--- src/rtl/drmt_pkg.sv ---
// drmt_pkg: shared types and constants of the damage rectangle merge table
// field widths, result status codes and the token that walks the cell chain
// no dependencies
package drmt_pkg;

	// field widths of the request and result channels
	localparam int TYPE_W  = 1;
	localparam int POS_W   = 15;
	localparam int SIZE_W  = 14;
	localparam int STAT_W  = 2;
	localparam int SLOT_W  = 5;
	localparam int EXT_W   = 16;
	localparam int RCNT_W  = 6;

	// internal coordinate width: left/top plus size always fits signed 16 bits
	localparam int COORD_W = 16;

	// request codes
	localparam logic [TYPE_W-1:0] REQ_MARK  = 1'b0;
	localparam logic [TYPE_W-1:0] REQ_CLEAR = 1'b1;

	// result status codes
	typedef enum logic [STAT_W-1:0] {
		ST_MERGED   = 2'd0,
		ST_APPENDED = 2'd1,
		ST_DROPPED  = 2'd2,
		ST_CLEARED  = 2'd3
	} status_t;

	typedef logic signed [COORD_W-1:0] coord_t;

	// token handed from cell to cell, carrying the request rectangle as spans
	typedef struct packed {
		logic              vld;
		logic              done;
		status_t           status;
		logic [SLOT_W-1:0] slot;
		coord_t            xlo;
		coord_t            xhi;
		coord_t            ylo;
		coord_t            yhi;
	} tok_t;

endpackage

--- src/rtl/drmt_cell.sv ---
// drmt_cell: one table slot holding a stored rectangle as x and y spans
// tests the passing token for overlap, merges or appends, hands it on
// depends on drmt_pkg
module drmt_cell #(
	parameter int IDX   = 0,
	parameter int CNT_W = 6
) (
	input  logic             clk,
	input  logic             arst_n,
	input  logic             en,
	input  logic [CNT_W-1:0] count,
	input  drmt_pkg::tok_t   tin,
	output drmt_pkg::tok_t   tout
);

	localparam logic [CNT_W-1:0]            MY_IDX  = CNT_W'(IDX);
	localparam logic [drmt_pkg::SLOT_W-1:0] MY_SLOT = drmt_pkg::SLOT_W'(IDX);

	drmt_pkg::coord_t xlo_q, xhi_q, ylo_q, yhi_q;
	drmt_pkg::tok_t   tok_q;
	drmt_pkg::tok_t   nxt;
	logic             live, occupied, is_next_free, overlap, wr;

	// slot state relative to the current fill count
	assign live         = tin.vld && !tin.done;
	assign occupied     = count > MY_IDX;
	assign is_next_free = count == MY_IDX;

	// strict overlap of the token rectangle with the stored one
	assign overlap = (tin.xlo < xhi_q) && (tin.xhi > xlo_q) &&
		(tin.ylo < yhi_q) && (tin.yhi > ylo_q);

	// merge into this slot, append here, or pass the token on unchanged
	always_comb begin
		nxt = tin;
		wr  = 1'b0;
		if (live && occupied && overlap) begin
			nxt.done   = 1'b1;
			nxt.status = drmt_pkg::ST_MERGED;
			nxt.slot   = MY_SLOT;
			nxt.xlo    = (tin.xlo < xlo_q) ? tin.xlo : xlo_q;
			nxt.xhi    = (tin.xhi > xhi_q) ? tin.xhi : xhi_q;
			nxt.ylo    = (tin.ylo < ylo_q) ? tin.ylo : ylo_q;
			nxt.yhi    = (tin.yhi > yhi_q) ? tin.yhi : yhi_q;
			wr         = 1'b1;
		end else if (live && is_next_free) begin
			nxt.done   = 1'b1;
			nxt.status = drmt_pkg::ST_APPENDED;
			nxt.slot   = MY_SLOT;
			wr         = 1'b1;
		end
	end

	// stored rectangle, valid only below the fill count
	always_ff @(posedge clk) begin
		if (en && wr) begin
			xlo_q <= nxt.xlo;
			xhi_q <= nxt.xhi;
			ylo_q <= nxt.ylo;
			yhi_q <= nxt.yhi;
		end
	end

	// token register toward the next cell
	always_ff @(posedge clk or negedge arst_n) begin
		if (!arst_n) begin
			tok_q <= '0;
		end else if (en) begin
			tok_q <= nxt;
		end
	end

	assign tout = tok_q;

endmodule
--- config.mk ---
export PLATFORM = sky130hd
export DESIGN_NAME = drmt_cell
export DESIGN_NICKNAME = d
export VERILOG_FILES = /design/src/rtl/drmt_pkg.sv /design/src/rtl/drmt_cell.sv
export SDC_FILE = /design/constraint.sdc
export NUM_CORES = 1
export LEC_CHECK = 0
export ABC_CLOCK_PERIOD_IN_PS = 7400
export BUFFER_PORTS_ARGS = -buffer_cell sky130_fd_sc_hd__buf_2
export CAP_MARGIN = 10
export CORE_ASPECT_RATIO = 0.8
export CORE_UTILIZATION = 50
export CTS_BUF_LIST = sky130_fd_sc_hd__clkbuf_2 sky130_fd_sc_hd__clkbuf_4 sky130_fd_sc_hd__clkbuf_8
export DETAILED_ROUTE_END_ITERATION = 10
export PLACE_DENSITY = 0.73
export SLEW_MARGIN = 40
export SYNTH_ARGS = -nofsm -noshare
export SYNTH_HDL_FRONTEND = slang
export SYNTH_SLANG_ARGS = --single-unit
--- constraint.sdc ---
create_clock -name clk -period 7.4 [get_ports clk]
set_input_delay 1.48 -clock clk [delete_from_list [all_inputs] [get_ports clk]]
set_output_delay 1.48 -clock clk [all_outputs]
set_load 0.01 [all_outputs]
======== Word level (Yosys, flattened, before mapping) ========
Cells that the tools add are included.
W data, S select, Z words.
word-level totals
  bits in registers ....................... 137
  input port bits ......................... 82
  output and inout port bits .............. 73
cells by class
  $lt $le $gt $ge ......................... 9
  mux-type cells .......................... 9
  reductions and logical operators ........ 10
operators by type and width
  cell                  count
  $gt A16 B16 Y1        4
  $lt A16 B16 Y1        4
  $mux W16              4
  $mux W64              1
  $mux W8               2
  $logic_and A1 B1 Y1   8
  $gt A6 B1 Y1 const B  1
  $logic_not A6 Y1      1
  $mux W1               2
  $logic_not A1 Y1      1

======== Logic depth before layout (Yosys ltp) ========
Gate-level depths: netlist of the first run.
  depth after elaboration ................. 7
  mapped depth ............................ 11

======== Least setup slack after synthesis of the first run ========
OpenSTA, ideal clock, no wires.
  kind .................................... in2reg
  start ................................... input tin[25] (netlist bit)
  end ..................................... register xhi_q[0], enable pin
  library setup time ...................... 0.583 ns
  arrival time ............................ 7.757 ns
  slack ................................... -0.940 ns
  stages on the path ...................... 9
  path through ............................ ha_1 a21oi_1 o21ai_0 or3b_2 a31oi_1 o221a_2 buf_2 nand2_1 a21boi_0
on the way
  word-level cells in the longest chain between the ends .. 6
RTL lines
  element                 RTL line         source
  start: declaration      drmt_cell.sv:12  input drmt_pkg::tok_t tin,
  $lt A16 B16 Y1          drmt_cell.sv:31  (tin.ylo < yhi_q) && (tin.yhi > ylo_q);
  $logic_and A1 B1 Y1     drmt_cell.sv:30  assign overlap = (tin.xlo < xhi_q) && (tin.xhi > xlo_q) &&
  $logic_and A1 B1 Y1     drmt_cell.sv:31
  $logic_and A1 B1 Y1     drmt_cell.sv:37  if (live && occupied && overlap) begin
  $mux W1                 drmt_cell.sv:37
  $logic_and A1 B1 Y1     drmt_cell.sv:56  if (en && wr) begin
  end signal: assignment  drmt_cell.sv:58  xhi_q <= nxt.xhi;
  end: declaration        drmt_cell.sv:19  drmt_pkg::coord_t xlo_q, xhi_q, ylo_q, yhi_q;
No other way between the ends.
A chain may end at the register's enable or synchronous reset.

======== Worst setup path after layout of the first run ========
  start ................................... input tin[47] (netlist bit)
  end ..................................... register xhi_q[0], enable pin
on the way
  word-level cells in the longest chain between the ends .. 7
RTL lines
  element                           RTL line
  $gt A16 B16 Y1                    drmt_cell.sv:30
  $logic_and A1 B1 Y1 (2 in a row)  drmt_cell.sv:30
  $logic_and A1 B1 Y1               drmt_cell.sv:31
  $logic_and A1 B1 Y1               drmt_cell.sv:37
  $mux W1                           drmt_cell.sv:37
  $logic_and A1 B1 Y1               drmt_cell.sv:56
No other way between the ends.

==> out/metrics.csv, run 1 <==
metric,value,unit
status,finished clean,
number of sinks handled by clock tree synthesis,137,
count of state elements after synthesis,137,
Critical Path Source Type,input pin,
via count of the routed design,7972,
Hold Path End,tout[72]$_DFFE_PN0P_,
class of the most critical setup path,in -> reg,
"wirelength, routed",26.2,mm
# hold bufs at CTS,0,
synth unique cells,56,
arrival time worst endpoint,4.64,ns
post_cts resized,0,
residual overflow from global routing,0,
cell count of the worst hold path,1,
number of max-cap violations,0,
Worst Min Path Start,tout[72]$_DFFE_PN0P_,
remaining antenna violation count,0,
post-CTS setup repair buffer count,0,
clock root buffer,clkbuf_8,
final count of negative-setup-slack endpoints,0,
Initial DRC Count,806,
CP Data Required Time,7.51,ns
category of the worst setup path capture point,flop,
class of the tightest hold or removal check,reg -> reg,
async set-reset flop share out of synthesis,53.3,%
via count of the first global-routing pass,7270,
# H-tree levels,4,
share of final-layout standard cells stronger than drive strength 1,18.9,%
proportion of synthesized chip area in sequential cells,42.0,%
placed cell areas,9830,um2
clock insertion delay at the later pin of the skew report,0.46,ns
antenna violations before repair,2,
count of endpoints failing hold in the final timing report,0,
Final Max Tran Viols,0,
cell area after technology mapping,8920,um2
remaining design rule violation count,0,
total of warnings raised by yosys,0,
Worst VDD drop,0.124,mV
FF-to-FF setup slack,3.56,ns
worst hold-check slack,0.527,ns
number of top-level pins,155,
final clock period utilization by the worst path,61.1,%
clock transition at the registers of the reported paths,0.08,ns
setup repair after global routing missed its margin,no,
count of flip-flops with a built-in enable after synthesis,64,
final net count,1270,
Via-to-Cell Ratio,6.11,
largest net degree at the start of global routing,91,
average routed wire per standard cell,20.1,um
filler instances,1516,
Die ar.,18400,um2
Final GP Congestion,0.959,
Reg2Reg Depth,10,
largest clock skew in the final design,0.0171,ns
detailed-placement wirelength estimate,19.2,mm
CTS tree,done,
Tmin final,4.52,ns
worst relative slew slack,48.3,%
first-pass GRT wire length,40.5,mm
post-route design area,10300,um2
Setup TNS Final,0,ns
starting density of the core,51.3,%
endpoint of the most critical register-to-register path,xhi_q[0]$_DFFE_PP_,
cts bufs inserted,17,
primary flip-flop cell chosen by synthesis mapping,dfrtp_1,
leakage component of the power,0.00461,uW
Syn Inst Count,935,
Post-Synthesis Mean Instance Area,9.54,um2
origin of the critical flop-to-flop path,ylo_q[9]$_DFFE_PP_,
quantity of I/O buffers inserted on ports,154,
cell area power density,181,nW/um2
first-pass detailed-route iteration total,5,
GRT Overall Usage,29.6,%
Max Clock Freq,221,MHz
Critical Path Fanout Max,28,
# rows,43,
Area Overhead vs Synth,15.2,%
chip width,151,um
Die H,121,um
Worst Tran Pin Value,0.775,ns
maximum clock insertion buffer count,2,
Core Box Area,17400,um2
syn nets,1141,
## stage by stage
stage / total power, uW / setup slack (ns) / utilization (%) / instances
after floorplan: 1070 / 0.801 / - / 935
after global placement: 1200 / 2.29 / 56.5 / 1269
after detailed placement: 1200 / 2.41 / 56.6 / 1269
after CTS: 1860 / 2.89 / 59.0 / 1301
after global routing: 1940 / 2.68 / 59.1 / 1304
final: 1860 / 2.88 / 59.1 / 1304
## synth_stat cells (all sizes together) (14+ instances only)
cell	n	area (um2)
clkbuf	32	120
nand4	78	488
a21oi	41	205
nor2	86	323
buf	20	118
o21ai	35	175
nand2	95	357
ha	124	1550
a31oi	66	413
nor2b	14	87.6
dfrtp	73	1830
edfxtp	64	1920
o31ai	49	373
inv	67	251
## layout by cell type (no fill, tap or decap), types with 34 or more instances in the layout
cell type,n
buf_2,152
o21ai_0,34
ha_1,124
nand2_1,95
a31oi_1,66
nand4_1,78
o31ai_1,48
a21oi_1,41
edfxtp_1,64
nor2_1,86
inv_1,67
dfrtp_1,73
## worst max-delay path: stages
cell and delay [ns]:
buf_2 0.13, ha_1 0.32, nand4_1 0.17, nor4_1 0.38, a21boi_0 0.28, o41a_1 0.26, and3_2 0.23, nand2_1 0.27
a21boi_4 0.64, buf_4 0.47
## where the power goes
group | switching (uW) | leakage (uW) | internal [uW]
clock | 322 | 0.000206 | 344
sequential | 22.3 | 0.00140 | 839
combinational | 215 | 0.00301 | 119
total | 559 | 0.00461 | 1300
## state kept, by name, summed over array words and instances (netlist names)
name / cells
tout: 73
xhi_q: 16
xlo_q: 16
yhi_q: 16
ylo_q: 16
## cells by family (layout without fill, tap and decap cells)
| logic type | after synthesis | count (layout) | synth area share [%] |
|---|---|---|---|
| flops | 137 | 137 | 42.0 |
| other cells | 0 | 2 | 0 |
| simple gates | 310 | 310 | 16.9 |
| mux | 2 | 2 | 0.239 |
| buf+inv | 119 | 261 | 5.49 |
| compound gates | 243 | 243 | 18.0 |
| fa+ha+maj | 124 | 124 | 17.4 |
## worst max path at each step
stage	cells after the start	to	slack [ns]	start
global route	10	xhi_q[0]$_DFFE_PP_	2.68	tin[47]
finish	10	xhi_q[0]$_DFFE_PP_	2.88	tin[47]
detailed placement	10	xhi_q[10]$_DFFE_PP_	2.41	tin[47]
global placement	9	ylo_q[14]$_DFFE_PP_	2.29	tin[43]
floorplan	9	xhi_q[0]$_DFFE_PP_	0.80	tin[25]
CTS	10	xhi_q[0]$_DFFE_PP_	2.89	tin[47]
## area by class of cell
cell class / count / area (um2) / area share [%]
Sequential cell: 137 / 3750 / 36.5
Clock inverter: 13 / 166 / 1.62
Inverter: 67 / 251 / 2.45
Clock buffer: 19 / 249 / 2.42
Timing Repair Buffer: 162 / 851 / 8.28
Tap cell: 225 / 282 / 2.74
Antenna cell: 2 / 5.00 / 0.0487
Multi-Input combinational cell: 679 / 4720 / 45.9
## metal layers
metal | GRT usage [%] | vias up | routed length, um
met4 | 7.75 | 0 | 415
met2 | 37.5 | 426 | 10100
met3 | 7.52 | 34 | 2630
li1 | - | 3793 | -
met5 | 0 | - | 0
met1 | 48.1 | 3719 | 13100
Power figures use the tool's default switching activity.
==> run 2, diff against run 1 <==
--- a/config.mk
+++ b/config.mk
@@ -5,14 +5,14 @@
 export SDC_FILE = /design/constraint.sdc
 export NUM_CORES = 1
 export LEC_CHECK = 0
-export ABC_CLOCK_PERIOD_IN_PS = 7400
+export ABC_CLOCK_PERIOD_IN_PS = 4600
 export BUFFER_PORTS_ARGS = -buffer_cell sky130_fd_sc_hd__buf_2
 export CAP_MARGIN = 10
 export CORE_ASPECT_RATIO = 0.8
 export CORE_UTILIZATION = 50
 export CTS_BUF_LIST = sky130_fd_sc_hd__clkbuf_2 sky130_fd_sc_hd__clkbuf_4 sky130_fd_sc_hd__clkbuf_8
 export DETAILED_ROUTE_END_ITERATION = 10
-export PLACE_DENSITY = 0.73
+export PLACE_DENSITY = 0.7
 export SLEW_MARGIN = 40
 export SYNTH_ARGS = -nofsm -noshare
 export SYNTH_HDL_FRONTEND = slang
==> constraint.sdc (replaced) <==
create_clock -name clk -period 4.6 [get_ports clk]
set_input_delay 0.92 -clock clk [delete_from_list [all_inputs] [get_ports clk]]
set_output_delay 0.92 -clock clk [all_outputs]
set_load 0.01 [all_outputs]
==> run 2 against run 1 <==
Net effect:
- global-route usage hardly changed
- critical path depth stayed put
- clock power is 46% higher
- sequential share of layout area is 0.080 points higher
- critical endpoint unchanged
- highest routed layer unchanged
- combinational power is 62% higher
- sequential cell count stayed put
- final area is 0.22% lower
- die area stayed put
- clock skew is 0.0028 ns lower
- sequential power is 61% higher
- via count is 1.1% lower
- non-clock buffer count is 4 higher
==> out/metrics.csv, run 2 (synthesis gave the netlist of run 1 again) <==
metric,value,unit
remaining antenna violation count,0,
Final GP Congestion,0.943,
Initial DRC Count,773,
most frequent cells in the layout,"152 x buf_2, 124 x ha_1, 95 x nand2_1",
final count of negative-setup-slack endpoints,0,
CP Data Required Time,4.73,ns
chip width,151,um
non-filler instance count after layout,1306,
Antenna Diode Count,0,
# rows,43,
"leading cell type in the layout, fill and taps excluded",buf_2,
# hold bufs at CTS,0,
Critical Path Fanout Max,50,
worst relative slew slack,48.9,%
average routed wire per standard cell,20.0,um
first-pass detailed-route iteration total,5,
count of endpoints failing hold in the final timing report,0,
max FFs per register,73,
share of final-layout standard cells stronger than drive strength 1,19.2,%
Area Overhead vs Synth,14.9,%
Tmin final,3.48,ns
clock transition at the registers of the reported paths,0.09,ns
maximum clock insertion buffer count,2,
first-pass GRT wire length,40.7,mm
quantity of I/O buffers inserted on ports,154,
clock root buffer,clkbuf_8,
origin of the critical flop-to-flop path,xlo_q[11]$_DFFE_PP_,
Max Clock Freq,287,MHz
detailed-placement wirelength estimate,19.1,mm
cell area power density,283,nW/um2
post-CTS setup repair buffer count,0,
via count of the routed design,7881,
category of the worst setup path capture point,flop,
antenna violations before repair,0,
cts bufs inserted,17,
arrival time worst endpoint,3.61,ns
Final Max Tran Viols,0,
setup repair after global routing missed its margin,no,
class of the tightest hold or removal check,in -> async,
final net count,1274,
via count of the first global-routing pass,7429,
final clock period utilization by the worst path,75.7,%
clock insertion delay at the later pin of the skew report,0.46,ns
residual overflow from global routing,0,
# H-tree levels,4,
Core Box Area,17400,um2
leakage component of the power,0.00462,uW
critical path startpoint,tin[31],
"wirelength, routed",26.1,mm
Die ar.,18400,um2
Placed Cells incl. Taps,1274,
number of max-cap violations,0,
Via-to-Cell Ratio,6.03,
Worst VDD drop,0.171,mV
Setup TNS Final,0,ns
Final Power,2900,uW
cell seen most often among critical-path stages,nand2_1,
largest net degree at the start of global routing,95,
CTS tree,done,
status,finished clean,
largest clock skew in the final design,0.0142,ns
final cell utilization of the core,59.0,%
post_cts resized,0,
number of top-level pins,155,
Worst Tran Pin Value,0.767,ns
starting density of the core,51.3,%
Die H,121,um
Critical Path Source Type,input pin,
GRT Overall Usage,29.6,%
number of sinks handled by clock tree synthesis,137,
class of the most critical setup path,in -> reg,
CP max stage cell,nor4_1,
critical path cell sequence,buf_2 -> ha_1 -> nand2_1 -> nor4_1 -> o311ai_1 -> a31oi_1 -> o221a_2 -> nand2_1 -> a21boi_4 -> buf_12,
remaining design rule violation count,0,
stage delay of the slowest cell on the critical path,0.41,ns
==> run 2: cell count changes in the layout (fill, tap and decap cells not counted), sizes merged <==
cell and change:
clkinvlp -1, clkinv +3, diode -2, clkbuf +1, buf +4, bufinv -2
inv -1
==> run 2: metal layers <==
metal	global-route usage (%)	vias to the layer above	part of all wire [%]
met5	0	-	0
met4	7.56	0	1.2
met3	6.62	25	9.9
met2	39.1	387	39
met1	47.4	3674	50
li1	-	3795	-
==> run 2: cell type report <==
type / count / area, um2
fillers: 1594 / 7130
multi-input cells: 679 / 4710
flip-flops and latches: 137 / 3750
repair buffers: 166 / 886
well taps: 225 / 282
clock buffers: 20 / 256
inverters: 67 / 251
clock inverters: 12 / 118
==> run 2: report_power, final <==
group | internal (uW) | leakage (uW) | switching (uW)
Combinational | 192 | 0.00303 | 348
Clock | 452 | 0.000192 | 523
Sequential | 1350 | 0.00140 | 36.5
==> run 2: stage by stage <==
stage / setup WS, ns / hold WS [ns] / area [um2]
2_1_floorplan: 0.423 / 0.551 / 8930
3_3_place_gp: 0.666 / 0.500 / 9870
3_5_place_dp: 0.709 / 0.509 / 9880
4_1_cts: 1.18 / 0.509 / 10200
5_1_grt: 0.920 / 0.541 / 10200
6_report: 1.12 / 0.480 / 10200
==> run 2: critical path: cells and delay by family <==
kind            cells  cell delay [ns]
compound gates      4             1.10
buf+inv             2             0.44
fa+ha+maj           1             0.32
simple gates        3             0.80
==> run 2: final timing paths <==
path	endpoint	slack, ns	depth (start not counted)
setup / recovery	xhi_q[0]$_DFFE_PP_	1.12	10
hold / removal	tout[8]$_DFFE_PN0P_	0.48	1
setup reg to reg	ylo_q[3]$_DFFE_PP_	1.20	10
hold reg to reg	tout[72]$_DFFE_PN0P_	0.53	1
max in group asynchronous	tout[17]$_DFFE_PN0P_	3.59	1
min in group clk	tout[72]$_DFFE_PN0P_	0.53	1
